## src/rtl/qph_pkg.sv

```systemverilog
// ----------------------------------------------------------------------------
// qph_pkg
// Shared types and constants for the quadratic-probe hash table core.
// ----------------------------------------------------------------------------
package qph_pkg;

	// field widths
	localparam int CMD_W  = 2;
	localparam int KEY_W  = 31;
	localparam int STAT_W = 2;
	localparam int SLOT_W = 4;

	// stored word: key plus an empty flag in the top bit
	localparam int WORD_W = KEY_W + 1;

	// default table size
	localparam int DEF_TABLE_SLOTS = 16;

	// home-slot reduction: key bits folded per cycle
	localparam int MOD_DIGITS = 4;

	// depth of the queue between front and back
	localparam int DEF_QUEUE_DEPTH = 2;

	typedef logic [CMD_W-1:0]  cmd_t;
	typedef logic [STAT_W-1:0] status_t;

	localparam cmd_t CMD_INSERT = 2'd0;
	localparam cmd_t CMD_FIND   = 2'd1;
	localparam cmd_t CMD_DELETE = 2'd2;
	localparam cmd_t CMD_UNUSED = 2'd3;

	localparam status_t ST_OK      = 2'd0;
	localparam status_t ST_FULL    = 2'd1;
	localparam status_t ST_MISSING = 2'd2;

	localparam logic [WORD_W-1:0] EMPTY_WORD = '1;

	typedef struct packed {
		cmd_t             cmd;
		logic [KEY_W-1:0] key;
	} item_t;

	typedef enum logic [1:0] {
		FE_IDLE,
		FE_DIVIDE,
		FE_HOLD
	} fe_state_t;

	typedef enum logic [1:0] {
		BK_CLEAR,
		BK_IDLE,
		BK_PROBE
	} bk_state_t;

endpackage

```

## src/rtl/qph_front.sv

```systemverilog
// ----------------------------------------------------------------------------
// qph_front
// Accepts commands and reduces each key to its home slot, key mod
// TABLE_SLOTS, a few bits per cycle, then hands the word to the queue.
// ----------------------------------------------------------------------------
module qph_front #(
	parameter int TABLE_SLOTS = qph_pkg::DEF_TABLE_SLOTS
) (
	input  logic                             clk,
	input  logic                             arst_n,
	input  logic                             start,
	input  qph_pkg::cmd_t                    cmd,
	input  logic [qph_pkg::KEY_W-1:0]        key,
	input  logic                             blocked,
	output logic                             busy,
	input  logic                             q_full,
	output logic                             push,
	output qph_pkg::item_t                   item,
	output logic [$clog2(TABLE_SLOTS)-1:0]   home
);
	import qph_pkg::*;

	localparam int AW      = $clog2(TABLE_SLOTS);
	localparam int KPAD_W  = KEY_W + 1;
	localparam int MOD_CYC = KPAD_W / MOD_DIGITS;
	localparam int CNT_W   = (MOD_CYC > 1) ? $clog2(MOD_CYC) : 1;

	fe_state_t          state_q, state_nx;
	logic [CNT_W-1:0]   cnt_q;
	logic [KPAD_W-1:0]  sh_q;
	logic [AW-1:0]      rem_q, rem_nx;
	item_t              item_q;
	logic               accept;
	logic               last_digit;

	assign accept     = start && !busy;
	assign last_digit = (cnt_q == CNT_W'(MOD_CYC - 1));

	// fold the next group of key bits into the running remainder
	always_comb begin
		logic [AW:0] t;
		logic [AW-1:0] r;
		r = rem_q;
		for (int j = 0; j < MOD_DIGITS; j++) begin
			t = {r, sh_q[KPAD_W-1-j]};
			if (t >= (AW+1)'(TABLE_SLOTS)) begin
				t = t - (AW+1)'(TABLE_SLOTS);
			end
			r = t[AW-1:0];
		end
		rem_nx = r;
	end

	// next state
	always_comb begin
		state_nx = state_q;
		case (state_q)
			FE_IDLE: begin
				if (accept) begin
					state_nx = FE_DIVIDE;
				end
			end
			FE_DIVIDE: begin
				if (last_digit) begin
					state_nx = FE_HOLD;
				end
			end
			FE_HOLD: begin
				if (!q_full) begin
					state_nx = FE_IDLE;
				end
			end
			default: state_nx = FE_IDLE;
		endcase
	end

	// outputs
	always_comb begin
		busy = 1'b1;
		push = 1'b0;
		case (state_q)
			FE_IDLE:   busy = blocked;
			FE_DIVIDE: busy = 1'b1;
			FE_HOLD:   push = !q_full;
			default:   busy = 1'b1;
		endcase
	end

	// control state
	always_ff @(posedge clk or negedge arst_n) begin
		if (!arst_n) begin
			state_q <= FE_IDLE;
			cnt_q   <= '0;
		end else begin
			state_q <= state_nx;
			if (accept) begin
				cnt_q <= '0;
			end else if (state_q == FE_DIVIDE) begin
				cnt_q <= cnt_q + 1'b1;
			end
		end
	end

	// capture the command and shift key bits through the reduction
	always_ff @(posedge clk) begin
		if (accept) begin
			item_q.cmd <= cmd;
			item_q.key <= key;
			sh_q       <= {1'b0, key};
			rem_q      <= '0;
		end else if (state_q == FE_DIVIDE) begin
			sh_q  <= sh_q << MOD_DIGITS;
			rem_q <= rem_nx;
		end
	end

	assign item = item_q;
	assign home = rem_q;

endmodule

```

## src/rtl/qph_queue.sv

```systemverilog
// ----------------------------------------------------------------------------
// qph_queue
// Short first-in first-out queue between the front and the back.
// ----------------------------------------------------------------------------
module qph_queue #(
	parameter int DATA_W = 8,
	parameter int DEPTH  = qph_pkg::DEF_QUEUE_DEPTH
) (
	input  logic              clk,
	input  logic              arst_n,
	input  logic              push,
	input  logic [DATA_W-1:0] wdata,
	output logic              full,
	input  logic              pop,
	output logic              valid,
	output logic [DATA_W-1:0] rdata
);
	import qph_pkg::*;

	localparam int PW = (DEPTH > 1) ? $clog2(DEPTH) : 1;
	localparam int CW = $clog2(DEPTH + 1);

	logic [DATA_W-1:0] buf_q [DEPTH];
	logic [PW-1:0]     wr_q, rd_q;
	logic [CW-1:0]     cnt_q;
	logic              do_push, do_pop;

	assign full    = (cnt_q == CW'(DEPTH));
	assign valid   = (cnt_q != '0);
	assign do_push = push && !full;
	assign do_pop  = pop && valid;
	assign rdata   = buf_q[rd_q];

	// advance pointers and fill count
	always_ff @(posedge clk or negedge arst_n) begin
		if (!arst_n) begin
			wr_q  <= '0;
			rd_q  <= '0;
			cnt_q <= '0;
		end else begin
			if (do_push) begin
				wr_q <= (wr_q == PW'(DEPTH - 1)) ? '0 : wr_q + 1'b1;
			end
			if (do_pop) begin
				rd_q <= (rd_q == PW'(DEPTH - 1)) ? '0 : rd_q + 1'b1;
			end
			if (do_push && !do_pop) begin
				cnt_q <= cnt_q + 1'b1;
			end else if (do_pop && !do_push) begin
				cnt_q <= cnt_q - 1'b1;
			end
		end
	end

	// hold entries
	always_ff @(posedge clk) begin
		if (do_push) begin
			buf_q[wr_q] <= wdata;
		end
	end

endmodule

```

## src/rtl/qph_back.sv

```systemverilog
// ----------------------------------------------------------------------------
// qph_back
// Slot memory and probe engine: walks the quadratic probe sequence one slot
// per cycle, inserts, finds or clears, and strobes one result per command.
// ----------------------------------------------------------------------------
module qph_back #(
	parameter int TABLE_SLOTS = qph_pkg::DEF_TABLE_SLOTS
) (
	input  logic                             clk,
	input  logic                             arst_n,
	input  logic                             q_valid,
	input  qph_pkg::item_t                   q_item,
	input  logic [$clog2(TABLE_SLOTS)-1:0]   q_home,
	output logic                             pop,
	output logic                             clearing,
	output logic                             done,
	output qph_pkg::status_t                 status,
	output logic [qph_pkg::SLOT_W-1:0]       slot
);
	import qph_pkg::*;

	localparam int AW = $clog2(TABLE_SLOTS);
	localparam int IW = $clog2(TABLE_SLOTS + 1);

	logic [WORD_W-1:0] mem [TABLE_SLOTS];

	bk_state_t         state_q, state_nx;
	cmd_t              cmd_q;
	logic [KEY_W-1:0]  key_q;
	logic [AW-1:0]     pos_q, step_q, clr_q, addr_s1;
	logic [IW-1:0]     issued_q;
	logic              chk_s1;
	logic [WORD_W-1:0] rd_s1;

	logic [AW:0]       pos_sum, step_sum;
	logic [AW-1:0]     pos_nx, step_nx;
	logic              issue, hit, exhaust, cmd_ok;
	logic              mem_we;
	logic [AW-1:0]     mem_wa;
	logic [WORD_W-1:0] mem_wd;
	logic              res_fire;
	status_t           res_status;
	logic [SLOT_W-1:0] res_slot;
	logic              res_vld_q;
	status_t           status_q;
	logic [SLOT_W-1:0] slot_q;

	// next probe position (home + i*i) and odd step (2i+1), both mod size
	always_comb begin
		pos_sum  = {1'b0, pos_q} + {1'b0, step_q};
		step_sum = {1'b0, step_q} + (AW+1)'(2);
		pos_nx   = (pos_sum >= (AW+1)'(TABLE_SLOTS))
			? AW'(pos_sum - (AW+1)'(TABLE_SLOTS)) : pos_sum[AW-1:0];
		step_nx  = (step_sum >= (AW+1)'(TABLE_SLOTS))
			? AW'(step_sum - (AW+1)'(TABLE_SLOTS)) : step_sum[AW-1:0];
	end

	// judge the slot read for the previous probe
	assign cmd_ok  = (q_item.cmd == CMD_INSERT) || (q_item.cmd == CMD_FIND)
		|| (q_item.cmd == CMD_DELETE);
	assign hit     = chk_s1 && ((cmd_q == CMD_INSERT) ? rd_s1[KEY_W]
		: (rd_s1 == {1'b0, key_q}));
	assign exhaust = chk_s1 && !hit && (issued_q == IW'(TABLE_SLOTS));

	// next state
	always_comb begin
		state_nx = state_q;
		case (state_q)
			BK_CLEAR: begin
				if (clr_q == AW'(TABLE_SLOTS - 1)) begin
					state_nx = BK_IDLE;
				end
			end
			BK_IDLE: begin
				if (q_valid && cmd_ok) begin
					state_nx = BK_PROBE;
				end
			end
			BK_PROBE: begin
				if (hit || exhaust) begin
					state_nx = BK_IDLE;
				end
			end
			default: state_nx = BK_IDLE;
		endcase
	end

	// outputs: queue pop, memory write, result
	always_comb begin
		pop        = 1'b0;
		clearing   = 1'b0;
		issue      = 1'b0;
		mem_we     = 1'b0;
		mem_wa     = addr_s1;
		mem_wd     = EMPTY_WORD;
		res_fire   = 1'b0;
		res_status = ST_MISSING;
		res_slot   = '0;
		case (state_q)
			BK_CLEAR: begin
				clearing = 1'b1;
				mem_we   = 1'b1;
				mem_wa   = clr_q;
			end
			BK_IDLE: begin
				pop = q_valid;
				// an unused command answers at once
				res_fire = q_valid && !cmd_ok;
			end
			BK_PROBE: begin
				issue = (issued_q != IW'(TABLE_SLOTS));
				if (hit) begin
					res_fire   = 1'b1;
					res_status = ST_OK;
					res_slot   = SLOT_W'(addr_s1);
					mem_we     = (cmd_q == CMD_INSERT) || (cmd_q == CMD_DELETE);
					mem_wd     = (cmd_q == CMD_INSERT) ? {1'b0, key_q} : EMPTY_WORD;
				end else if (exhaust) begin
					res_fire   = 1'b1;
					res_status = (cmd_q == CMD_INSERT) ? ST_FULL : ST_MISSING;
				end
			end
			default: begin
				clearing = 1'b1;
			end
		endcase
	end

	// slot memory: one write port, one registered read port
	always_ff @(posedge clk) begin
		if (mem_we) begin
			mem[mem_wa] <= mem_wd;
		end
		rd_s1 <= mem[pos_q];
	end

	// control state
	always_ff @(posedge clk or negedge arst_n) begin
		if (!arst_n) begin
			state_q   <= BK_CLEAR;
			clr_q     <= '0;
			issued_q  <= '0;
			chk_s1    <= 1'b0;
			res_vld_q <= 1'b0;
		end else begin
			state_q   <= state_nx;
			res_vld_q <= res_fire;
			if (state_q == BK_CLEAR) begin
				clr_q <= clr_q + 1'b1;
			end
			if (pop) begin
				issued_q <= '0;
				chk_s1   <= 1'b0;
			end else if (issue && !hit && !exhaust) begin
				issued_q <= issued_q + 1'b1;
				chk_s1   <= 1'b1;
			end else begin
				chk_s1 <= 1'b0;
			end
		end
	end

	// probe datapath and result word
	always_ff @(posedge clk) begin
		if (pop) begin
			cmd_q  <= q_item.cmd;
			key_q  <= q_item.key;
			pos_q  <= q_home;
			step_q <= AW'(1);
		end else if (issue) begin
			pos_q   <= pos_nx;
			step_q  <= step_nx;
			addr_s1 <= pos_q;
		end
		if (res_fire) begin
			status_q <= res_status;
			slot_q   <= res_slot;
		end
	end

	assign done   = res_vld_q;
	assign status = status_q;
	assign slot   = slot_q;

endmodule

```

## src/rtl/quadratic_probe_hash_table_core.sv

```systemverilog
// ----------------------------------------------------------------------------
// quadratic_probe_hash_table_core
// Open-addressing hash table with quadratic probing: insert, find, delete.
//
//   channel   | handshake          | word
//   ----------+--------------------+------------------------------
//   command   | start high, busy low | cmd, key
//   result    | done strobe, 1 cycle | status, slot
//
// The front reduces the key to its home slot while the back works on the
// previous command, and hands the word over once the queue has room, so busy
// stays high from each accepted word through its hand-over. The back probes
// one slot per cycle from a registered-read slot memory (an unused command is
// answered without a probe), and its result strobes in the cycle after the
// deciding probe is checked; done also waits on any words ahead in the queue.
// After reset a clearing pass writes every slot empty; busy stays high
// throughout. The result side cannot stall.
// ----------------------------------------------------------------------------
module quadratic_probe_hash_table_core #(
	parameter int TABLE_SLOTS = qph_pkg::DEF_TABLE_SLOTS
) (
	input  logic                        clk,
	input  logic                        arst_n,
	input  logic                        start,
	output logic                        busy,
	input  qph_pkg::cmd_t               cmd,
	input  logic [qph_pkg::KEY_W-1:0]   key,
	output logic                        done,
	output qph_pkg::status_t            status,
	output logic [qph_pkg::SLOT_W-1:0]  slot
);
	import qph_pkg::*;

	localparam int AW     = $clog2(TABLE_SLOTS);
	localparam int QW     = $bits(item_t) + AW;

	logic          clearing;
	logic          q_full, q_push, q_pop, q_valid;
	item_t         fe_item, q_item;
	logic [AW-1:0] fe_home, q_home;
	logic [QW-1:0] q_rdata;

	// accept and reduce to home slot
	qph_front #(
		.TABLE_SLOTS(TABLE_SLOTS)
	) u_front (
		.clk     (clk),
		.arst_n  (arst_n),
		.start   (start),
		.cmd     (cmd),
		.key     (key),
		.blocked (clearing),
		.busy    (busy),
		.q_full  (q_full),
		.push    (q_push),
		.item    (fe_item),
		.home    (fe_home)
	);

	// decouple front and back
	qph_queue #(
		.DATA_W(QW),
		.DEPTH (DEF_QUEUE_DEPTH)
	) u_queue (
		.clk    (clk),
		.arst_n (arst_n),
		.push   (q_push),
		.wdata  ({fe_item, fe_home}),
		.full   (q_full),
		.pop    (q_pop),
		.valid  (q_valid),
		.rdata  (q_rdata)
	);

	assign q_item = q_rdata[QW-1:AW];
	assign q_home = q_rdata[AW-1:0];

	// probe engine and slot memory
	qph_back #(
		.TABLE_SLOTS(TABLE_SLOTS)
	) u_back (
		.clk      (clk),
		.arst_n   (arst_n),
		.q_valid  (q_valid),
		.q_item   (q_item),
		.q_home   (q_home),
		.pop      (q_pop),
		.clearing (clearing),
		.done     (done),
		.status   (status),
		.slot     (slot)
	);

endmodule
```

## config.mk

```make
export PLATFORM = sky130hd
export DESIGN_NAME = quadratic_probe_hash_table_core
export DESIGN_NICKNAME = d
export VERILOG_FILES = /design/src/rtl/qph_pkg.sv /design/src/rtl/qph_front.sv /design/src/rtl/qph_queue.sv /design/src/rtl/qph_back.sv /design/src/rtl/quadratic_probe_hash_table_core.sv
export SDC_FILE = /design/constraint.sdc
export NUM_CORES = 1
export LEC_CHECK = 0
export BUFFER_PORTS_ARGS = -buffer_cell sky130_fd_sc_hd__buf_2
export CORE_MARGIN = 5
export CORE_UTILIZATION = 55
export DETAILED_ROUTE_END_ITERATION = 10
export GPL_ROUTABILITY_DRIVEN = 0
export PLACE_DENSITY = 0.83
export SETUP_SLACK_MARGIN = 0.3
export SYNTH_ARGS = -nofsm -noshare
export SYNTH_HDL_FRONTEND = slang
export SYNTH_SLANG_ARGS = --single-unit
```

## constraint.sdc

```tcl
create_clock -name clk -period 4.1 [get_ports clk]
set_input_delay 0.205 -clock clk [delete_from_list [all_inputs] [get_ports clk]]
set_output_delay 0.205 -clock clk [all_outputs]
set_load 0.1 [all_outputs]
```

# [Word level (Yosys, flattened, before mapping)]
# Memory sizes are Yosys's and may differ from the RTL's. A register that Yosys moved wholly into a read port is not among the register bits.
# Cells that the tools add are included.
[totals] ram_bits=586 elab_cells=156 inputBits=36 register_bits=142 mem_count=2
[memory_table] name="u_back.mem" words=16 word_bits=32 rd=1 rd_ports_with_merged_regs=1 write_ports=1 line="qph_back.sv:25" rtl="logic [WORD_W-1:0] mem [TABLE_SLOTS];"
[memory_table] name="u_queue.buf_q" words=2 word_bits=37 rd=1 rd_ports_with_merged_regs=0 write_ports=1 line="qph_queue.sv:23" rtl="logic [DATA_W-1:0] buf_q [DEPTH];"
[op_classes] n_mux=50 order_cmp=6 n_bitwise=3 add_sub_neg=15 n_eq_ne=19 reduce_logical=38
[ops] op="2-to-1 mux 32 bit" n=3
[ops] op="2-to-1 mux 31 bit" n=2
[ops] op="2-to-1 mux 4 bit" n=9
[ops] op="== test 32 x 31 -> 1 bit" n=1
[ops] op="greater-or-equal comparator 5 bit (second input constant)" n=6
[ops] op="subtractor 4 x 1 -> 4 bit (second input constant)" n=6
[ops] op="2-to-1 mux 2 bit" n=11
[ops] op="2-to-1 mux 1 bit" n=17
[ops] op="logical AND 1 bit" n=12
[ops] op="one-hot mux 2 bit (3 select lines)" n=2
[ops] op="== test 2 bit (second input constant)" n=5
[ops] op="2-to-1 mux 5 bit" n=2
[ops] op="!= test 2 x 1 -> 1 bit (second input constant)" n=5
[ops] op="nonzero test 2 bit" n=5
[ops] op="logical NOT 2 bit" n=4
[ops] op="logical NOT 1 bit" n=7
[ops] op="== test 2 x 1 -> 1 bit (second input constant)" n=3
[ops] op="2-to-1 mux 3 bit" n=2
[ops] op="AND reduction 3 bit" n=2
[ops] op="adder 4 x 2 -> 5 bit (second input constant)" n=1
[ops] op="adder 4 x 4 -> 5 bit" n=1
[ops] op="adder 5 x 1 -> 5 bit (second input constant)" n=1
[ops] op="== test 5 bit (second input constant)" n=1
[ops] op="!= test 5 bit (second input constant)" n=1
[ops] op="other kinds (14)" n=22

# [Depth between registers and ports, before layout]
# Gate-level depths: netlist of the first run.
[depth] depth_word=10 ltp_mapped=8

# [Hierarchy]
# From an unflattened synthesis of the first run, not the netlist that was laid out.
[hier_totals] hier_cells=1302 hier_area_um2=28773.8
[by_module_without_submodules] module="qph_back" area_per_inst_um2=23114.7 cells_each=1037 instances=1
[by_module_without_submodules] module="qph_queue" area_per_inst_um2=2952.8 cells_each=134 instances=1
[by_module_without_submodules] module="qph_front" area_per_inst_um2=2706.3 cells_each=131 instances=1

# [Worst setup path after synthesis of the first run]
# Ideal clock, no wire load.
[synth_path] path_kind="register -> register" from="register u_back.key_q[24]" to="memory u_back.mem[11][0] (netlist bit), enable pin" path_slack_ns=0.472 t_arrival_ns=3.196 stages_incl_launch_ff=7 setup_ns=0.432 period_less_slack_ns=3.628 required_time_ns=3.668 path_cell_list="edfxtp_1 > xor2_1 > nor4_4 > nand4_2 > nor3_4 > o2111ai_2 > a21oi_1"
[synth_via] elab_chain_len=7
[synth_lines] item="start, declared" line="qph_back.sv:29" rtl="logic [KEY_W-1:0] key_q;"
[synth_lines] item="start signal, assigned" line="qph_back.sv:167" rtl="key_q <= q_item.key;"
[synth_lines] item="== test 32 x 31 -> 1 bit" line="qph_back.sv:62" rtl=": (rd_s1 == {1'b0, key_q}));"
[synth_lines] item="2-to-1 mux 1 bit" line="qph_back.sv:61" rtl="assign hit = chk_s1 && ((cmd_q == CMD_INSERT) ? rd_s1[KEY_W]"
[synth_lines] item="logical AND 1 bit" line="qph_back.sv:61"
[synth_lines] item="2-to-1 mux 1 bit" line="qph_back.sv:112" rtl="if (hit) begin"
[synth_lines] item="one-hot mux 1 bit (2 select lines)" line="qph_back.sv:99" rtl="case (state_q)"
[synth_lines] item="2-to-1 mux 1 bit" line="qph_back.sv:131" rtl="if (mem_we) begin"
[synth_lines] item="2-to-1 mux 1 bit (not written as such)" line="qph_back.sv:132" rtl="mem[mem_wa] <= mem_wd;"
[synth_lines] item="end, declared" line="qph_back.sv:25"
# Every way passes these cells.

# [Worst setup path after layout of the first run]
[layout_path] from="register u_back.key_q[11]" to="memory u_back.mem[15][18] (netlist bit), enable pin"
# Same word-level chain as after synthesis.

==> metrics.cfg, run 1 <==
[setup_path]
start_kind=flip-flop
critPathKind=reg2reg
arrival_ns=3.77
cp.required_ns=4.39
endpoint_kind=flip-flop
worstPathMaxFanout=19

[cells_and_area]
finish.utilization_pct=63.3
multi_input_area_sq_um=6340
fillCellCount=3163
antenna_cells=0
regArea_sq_um=22300
syn_to_final_growth_pct=13.4
drive_gt1_share_pct=26.0
nets=1555

[worst_hold_path]
min_path_type=in2async

[routing]
drc_errors=0
ant_nets=0
drt_iter0_markers=1920
first_pass_iters=6
routed_wl_um=64300
wl_per_cell_um=28.7
vias=14100
vias_per_cell=6.28

[yosys]
ys_warn_count=0
seq_area_frac_synth_pct=77.3
ys_seq_elements=759
async_flop_share_pct=2.90
syn_avg_cell_area_sq_um=20.9
synthesis.area_sq_um=28800
yosys.area.top_type_share_pct=72.6
synth_cell_types=58
yosys.area.top_type=edfxtp_1
ys.flop_type=edfxtp_1
yosysMostFrequentCell=edfxtp_1
syn_nets=1425
netlist_top_cells_count=edfxtp_1, mux4_2, nand2_1, dfxtp_1, xor2_1
synth.area.top_cells=edfxtp_1, mux4_2, dfxtp_1
syn_inst=1376
synth_edf_count=697

[clock_tree]
max-clock-path-buffers=3
htreeDepth=3
insertion_delay_ns=0.62
cts_tree=yes
clockRootBuffer=clkbuf_16
numCtsBuffers=72
cts.sinks=759
path_clk_slew_ns=0.06

[global_route]
grt_pass1_wl_um=94300
grt_pass1_vias=14200
grt_use_total_pct=22.6
grt_max_degree=53
antenna_found_initial=0
grt-ovfl-total=0

[sta]
finalCritPeriodShare_pct=84.9
tightest_slew_ns=1.21
slew_headroom_pct=18.6
timing.setup.tns_ns=0
setup_viol=0
layout_min_cycle_time_ns=3.48
drv_slew=0
finClkSkew_ns=0.0356
rsz0062_at_grt=false
fmax_mhz=287
hold_violations=0

[placement]
dp_hpwl_um=37100
io_buffers=43

[power_and_ir_drop]
peakVddDrop_v=0.000403
leakagePower_nw=8.84
power_density_nw_per_um2=628

[floorplan]
pin_count=44
rows=83
die_height_um=239
die_w_um=239
start_util_pct=55.8
die_area_sq_um=57100
coreArea_sq_um=51600

[run]
cap_violations=0

[run_status]
outcome=finished, final reports clean

## repair_timing
action | 4_1_cts | 5_1_grt
endpoints found under the hold margin | 86 | 0
resized for setup | 0 | 0
buffers inserted | 0 | 0
hold buffers | 34 | 0
## final cells by class
class,count,share of cell area [%]
Clock buffer,91,5.99
Clock inverter,38,0.915
Inverter,15,0.172
Multi-Input combinational cell,544,19.4
Sequential cell,759,68.1
Tap cell,680,2.60
Timing Repair Buffer,114,2.78
## cell families (layout without fill, tap and decap cells)
| family | count (synthesis) | in the layout | share of synthesized area [%] |
|---|---|---|---|
| and+or+nand+nor | 223 | 223 | 3.91 |
| AOI/OAI and AO/OA | 66 | 66 | 1.55 |
| xor gates and xnor gates | 44 | 44 | 1.34 |
| DFF | 759 | 759 | 77.3 |
| muxes | 198 | 198 | 14.0 |
| buffers and inverters | 73 | 258 | 1.33 |
| adders and majority gates | 13 | 13 | 0.590 |
## through the flow
| step | area (sq um) | std cells | hold slack (ns) | power [mW] | worst slack (ns) |
|---|---|---|---|---|---|
| 4_1_cts | 32700 | 2241 | 0.124 | 20.6 | 0.639 |
| 3_3_place_gp | 30100 | 2078 | 0.227 | 14.0 | 0.861 |
| 5_1_grt | 32700 | 2241 | 0.176 | 21.3 | 0.499 |
| 2_1_floorplan | 28800 | 1376 | -0.0906 | 12.9 | 0.472 |
| 6_report | 32700 | 2241 | 0.129 | 20.5 | 0.619 |
| 3_5_place_dp | 30100 | 2078 | 0.235 | 14.1 | 0.810 |
## state kept, by name, indices dropped and copies added, names as in the netlist, 2 cells and up
| register | flops |
|---|---|
| u_back.key_q | 31 |
| u_front.home | 4 |
| u_back.slot | 4 |
| u_front.state_q | 2 |
| u_back.state_q | 2 |
| u_back.rd_s1 | 32 |
| u_back.pos_q | 4 |
| u_back.step_q | 3 |
| u_queue.buf_q | 74 |
| u_front.cnt_q | 3 |
| u_back.addr_s1 | 4 |
| u_queue.cnt_q | 2 |
| u_front.sh_q | 32 |
| u_front.item | 33 |
| u_back.clr_q | 4 |
| u_back.cmd_q | 2 |
| u_back.mem | 512 |
| u_back.issued_q | 5 |
| u_back.status | 2 |
## per-layer routing
layer  up-vias  part of all wire (%)  GRT usage (%)
li1       5778                     -              -
met2       819                    52           38.6
met3       154                   7.4           3.85
met1      7314                    36           29.2
met4         0                   4.5           9.68
met5         -                     0              0
## worst max-delay path: stages, from the launching register on
cell       delay [ns]
edfxtp_1         0.43
xor2_1           0.18
nor4_1           0.38
nand3_1          0.30
nor3_4           0.48
o2111ai_2        0.38
a21oi_4          0.59
buf_4            0.39
## worst paths after layout
| path | from | endpoint | slack [ns] | cells after the start |
|---|---|---|---|---|
| setup / recovery | u_back.key_q[11] | u_back.mem[15][18] | 0.62 | 7 |
| setup reg to reg | u_back.key_q[11] | u_back.mem[15][18] | 0.62 | 7 |
| hold / removal | arst_n | u_back.chk_s1 | 0.13 | 2 |
| hold reg to reg | u_front.item[2] | u_queue.buf_q[1][6] | 0.45 | 0 |
| max in group asynchronous | arst_n | u_back.state_q[0] | 3.57 | 2 |
| min in group clk | start | u_front.state_q[0] | 0.20 | 4 |
## cell usage in the layout, fill, tap and decap left out, drive strengths merged, types with 7 or more instances in the layout
| master | n |
|---|---|
| ha | 12 |
| and2 | 11 |
| nand3 | 9 |
| nor4 | 12 |
| xnor2 | 8 |
| clkinv | 28 |
| a21oi | 30 |
| mux4 | 160 |
| edfxtp | 697 |
| or2 | 31 |
| nor2 | 20 |
| nand2 | 111 |
| mux2 | 33 |
| dfxtp | 40 |
| nor3 | 7 |
| dfrtp | 22 |
| clkbuf | 91 |
| nor2b | 7 |
| dlygate4sd3 | 34 |
| buf | 80 |
| o21ai | 8 |
| inv | 18 |
| xor2 | 36 |
## where the power goes
group,internal (mW),switching [mW],leakage [nW]
sequential,9.40,0.473,5.36
clock,3.64,2.80,1.10
combinational,1.61,2.61,2.38
total,14.6,5.89,8.84
Power figures use the tool's default switching activity.
==> run 2: changes to the inputs <==
--- a/config.mk
+++ b/config.mk
@@ -10,7 +10,7 @@
 export CORE_UTILIZATION = 55
 export DETAILED_ROUTE_END_ITERATION = 10
 export GPL_ROUTABILITY_DRIVEN = 0
-export PLACE_DENSITY = 0.83
+export PLACE_DENSITY = 0.86
 export SETUP_SLACK_MARGIN = 0.3
 export SYNTH_ARGS = -nofsm -noshare
 export SYNTH_HDL_FRONTEND = slang
==> constraint.sdc (replaced) <==
create_clock -name clk -period 3.2 [get_ports clk]
set_input_delay 0.16 -clock clk [delete_from_list [all_inputs] [get_ports clk]]
set_output_delay 0.16 -clock clk [all_outputs]
set_load 0.1 [all_outputs]
==> metrics.cfg, run 2 (synthesized netlist as in run 1, its figures left out) <==
[run_status]
outcome=finished, final reports clean

[cells_and_area]
regMostFlops=u_back.mem
largest_reg_flops=512  ; unchanged
syn_to_final_growth_pct=18.5
final_cell_mix=edfxtp_1, mux4_2, nand2_1
fillCellCount=2899  ; -8.3%
stdcell_count=2305  ; +2.9%
layout_commonest_cell=edfxtp_1
nets=1615  ; +3.9%
final_cell_area_sq_um=34100  ; +4.4%
drive_gt1_share_pct=30.6  ; +4.6 points
antenna_cells=0  ; unchanged

[setup_path]
reg2reg_from=u_back.key_q[2]
cp_cell_sequence=xor2_1 > nor4_4 > buf_4 > nand4_2 > nor3_4 > buf_4 > o2111ai_4 > buf_12 > a21oi_4 > buf_12 > buf_6
cp.required_ns=3.49  ; -0.90 ns
arrival_ns=3.38  ; -0.39 ns
critPathKind=reg2reg
endpoint_kind=flip-flop
startpoint=u_back.key_q[2]
critical-path-max-stage-delay_ns=0.53  ; -0.06 ns
start_kind=flip-flop
cp_slowest_cell=edfxtp_1
worstPathMaxFanout=12  ; -7

[sta]
layout_min_cycle_time_ns=3.09  ; -0.390 ns
fin_hold_ws_ns=0.0591  ; -0.0698 ns
finClkSkew_ns=0.0374  ; +0.00176 ns
fmax_mhz=324  ; +13%
tightest_slew_ns=1.14  ; -0.0709 ns
fin_ws_ns=0.109  ; -0.510 ns
finalCritPeriodShare_pct=96.6  ; +12 points
rsz0062_at_grt=true
drv_slew=0  ; unchanged
setup_viol=0  ; unchanged
slew_headroom_pct=23.7  ; +5.1 points
hold_violations=0  ; unchanged

[clock_tree]
cts.sinks=759  ; unchanged
numCtsBuffers=74  ; +2.8%
max-clock-path-buffers=3  ; unchanged
insertion_delay_ns=0.62  ; about the same
htreeDepth=3  ; unchanged
path_clk_slew_ns=0.07  ; about the same
cts_tree=yes
clockRootBuffer=clkbuf_16

[routing]
wl_per_cell_um=35.8  ; +25%
routed_wl_um=82500  ; +28%
drc_errors=0  ; unchanged
vias_per_cell=6.87  ; +9.5%
ant_nets=0  ; unchanged
drt_iter0_markers=2636  ; +37%
first_pass_iters=6  ; unchanged
vias=15800  ; +13%

[power_and_ir_drop]
p_comb_share_pct=22.3  ; +1.8 points
internal_power_mw=19.6  ; +34%
peakVddDrop_v=0.000586  ; +45%
power_switching_mw=8.62  ; +47%
leakagePower_nw=9.47  ; +7.1%
power_mw=28.2  ; +37%
power_frac_clock_pct=31.9  ; +0.5 points
power_density_nw_per_um2=825  ; +31%
swShare_pct=30.6  ; +1.9 points
pwr-share-seq_pct=45.8  ; -2.3 points

[placement]
dp.cells=2092  ; +0.67%
dp_slack_ns=0.124  ; -0.686 ns
placed_area_sq_um=30400  ; +1.1%
io_buffers=43  ; unchanged
dp_hpwl_um=37900  ; +2.0%

[global_route]
grt_use_total_pct=25.4  ; +2.8 points
antenna_found_initial=0  ; unchanged
grt-ovfl-total=0  ; unchanged
grt_pass1_vias=15300  ; +7.4%
grt_max_degree=67  ; +26%
grt_pass1_wl_um=105000  ; +11%

[floorplan]
die_height_um=239  ; unchanged
die_area_sq_um=57100  ; unchanged
start_util_pct=55.8  ; unchanged
pin_count=44  ; unchanged
rows=83  ; unchanged
die_w_um=239  ; unchanged
coreArea_sq_um=51600  ; unchanged

[run]
cap_violations=0  ; unchanged

[worst_hold_path]
min_path_type=in2async

==> run 2: what timing repair did <==
| action | in CTS | in global routing |
|---|---|---|
| pin swaps | 8 | 16 |
| gates cloned | 3 | 18 |
| hold buffers | 34 | 0 |
| hold endpoints to repair | 86 | 0 |
| resized for setup | 23 | 31 |
| endpoints found under the setup margin | 864 | 767 |
| buffers inserted | 10 | 13 |
==> run 2: worst max-delay path, delay by kind of cell (launching register included) <==
family / cells / cell delay [ns]
simple gates: 3 / 0.75
xor+xnor: 1 / 0.23
compound gates: 2 / 0.32
flops: 1 / 0.53
buf+inv: 5 / 0.93
==> run 2: worst paths after layout <==
check | end | slack, ns | depth (start not counted)
min in group clk | u_front.state_q[0] | 0.07 | 3
worst min-delay path | u_back.chk_s1 | 0.06 | 2
max in group asynchronous | u_back.clr_q[3] | 2.77 | 2
worst max-delay path | u_back.mem[14][10] | 0.11 | 11
worst max register to register | u_back.mem[14][10] | 0.11 | 11
worst min register to register | u_queue.buf_q[0][8] | 0.43 | 0
==> run 2: layout make-up <==
class	count	area [sq um]	area share (%)
Tap cell	680	851	2.49
Multi-Input combinational cell	544	6490	19.0
Clock inverter	29	268	0.784
Inverter	15	56.3	0.165
Sequential cell	759	22300	65.2
Clock buffer	106	2180	6.38
Timing Repair Buffer	172	2030	5.94
==> run 2: per-stage QoR <==
stage	utilization, %	setup TNS, ns
final	66.2	0
after detailed placement	59.0	0
after global routing	66.2	0
after global placement	59.0	0
after CTS	64.8	0
after floorplan	-	-49.80
==> run 2: routing by layer <==
layer / vias up / global-route usage, % / share of wire, %
li1: 5925 / - / -
met1: 8004 / 32.5 / 31
met2: 1544 / 42.7 / 50
met3: 373 / 4.73 / 12
met4: 0 / 11.9 / 7.5
met5: - / 0 / 0
==> run 2: power by group through the flow <==
stage	Sequential [mW]	Clock, mW	Combinational, mW
2_1_floorplan	12.6	0	4.00
3_3_place_gp	12.8	0	5.33
3_5_place_dp	12.9	0	5.52
4_1_cts	12.8	8.84	5.79
5_1_grt	12.9	9.43	6.56
6_report	12.9	8.99	6.30
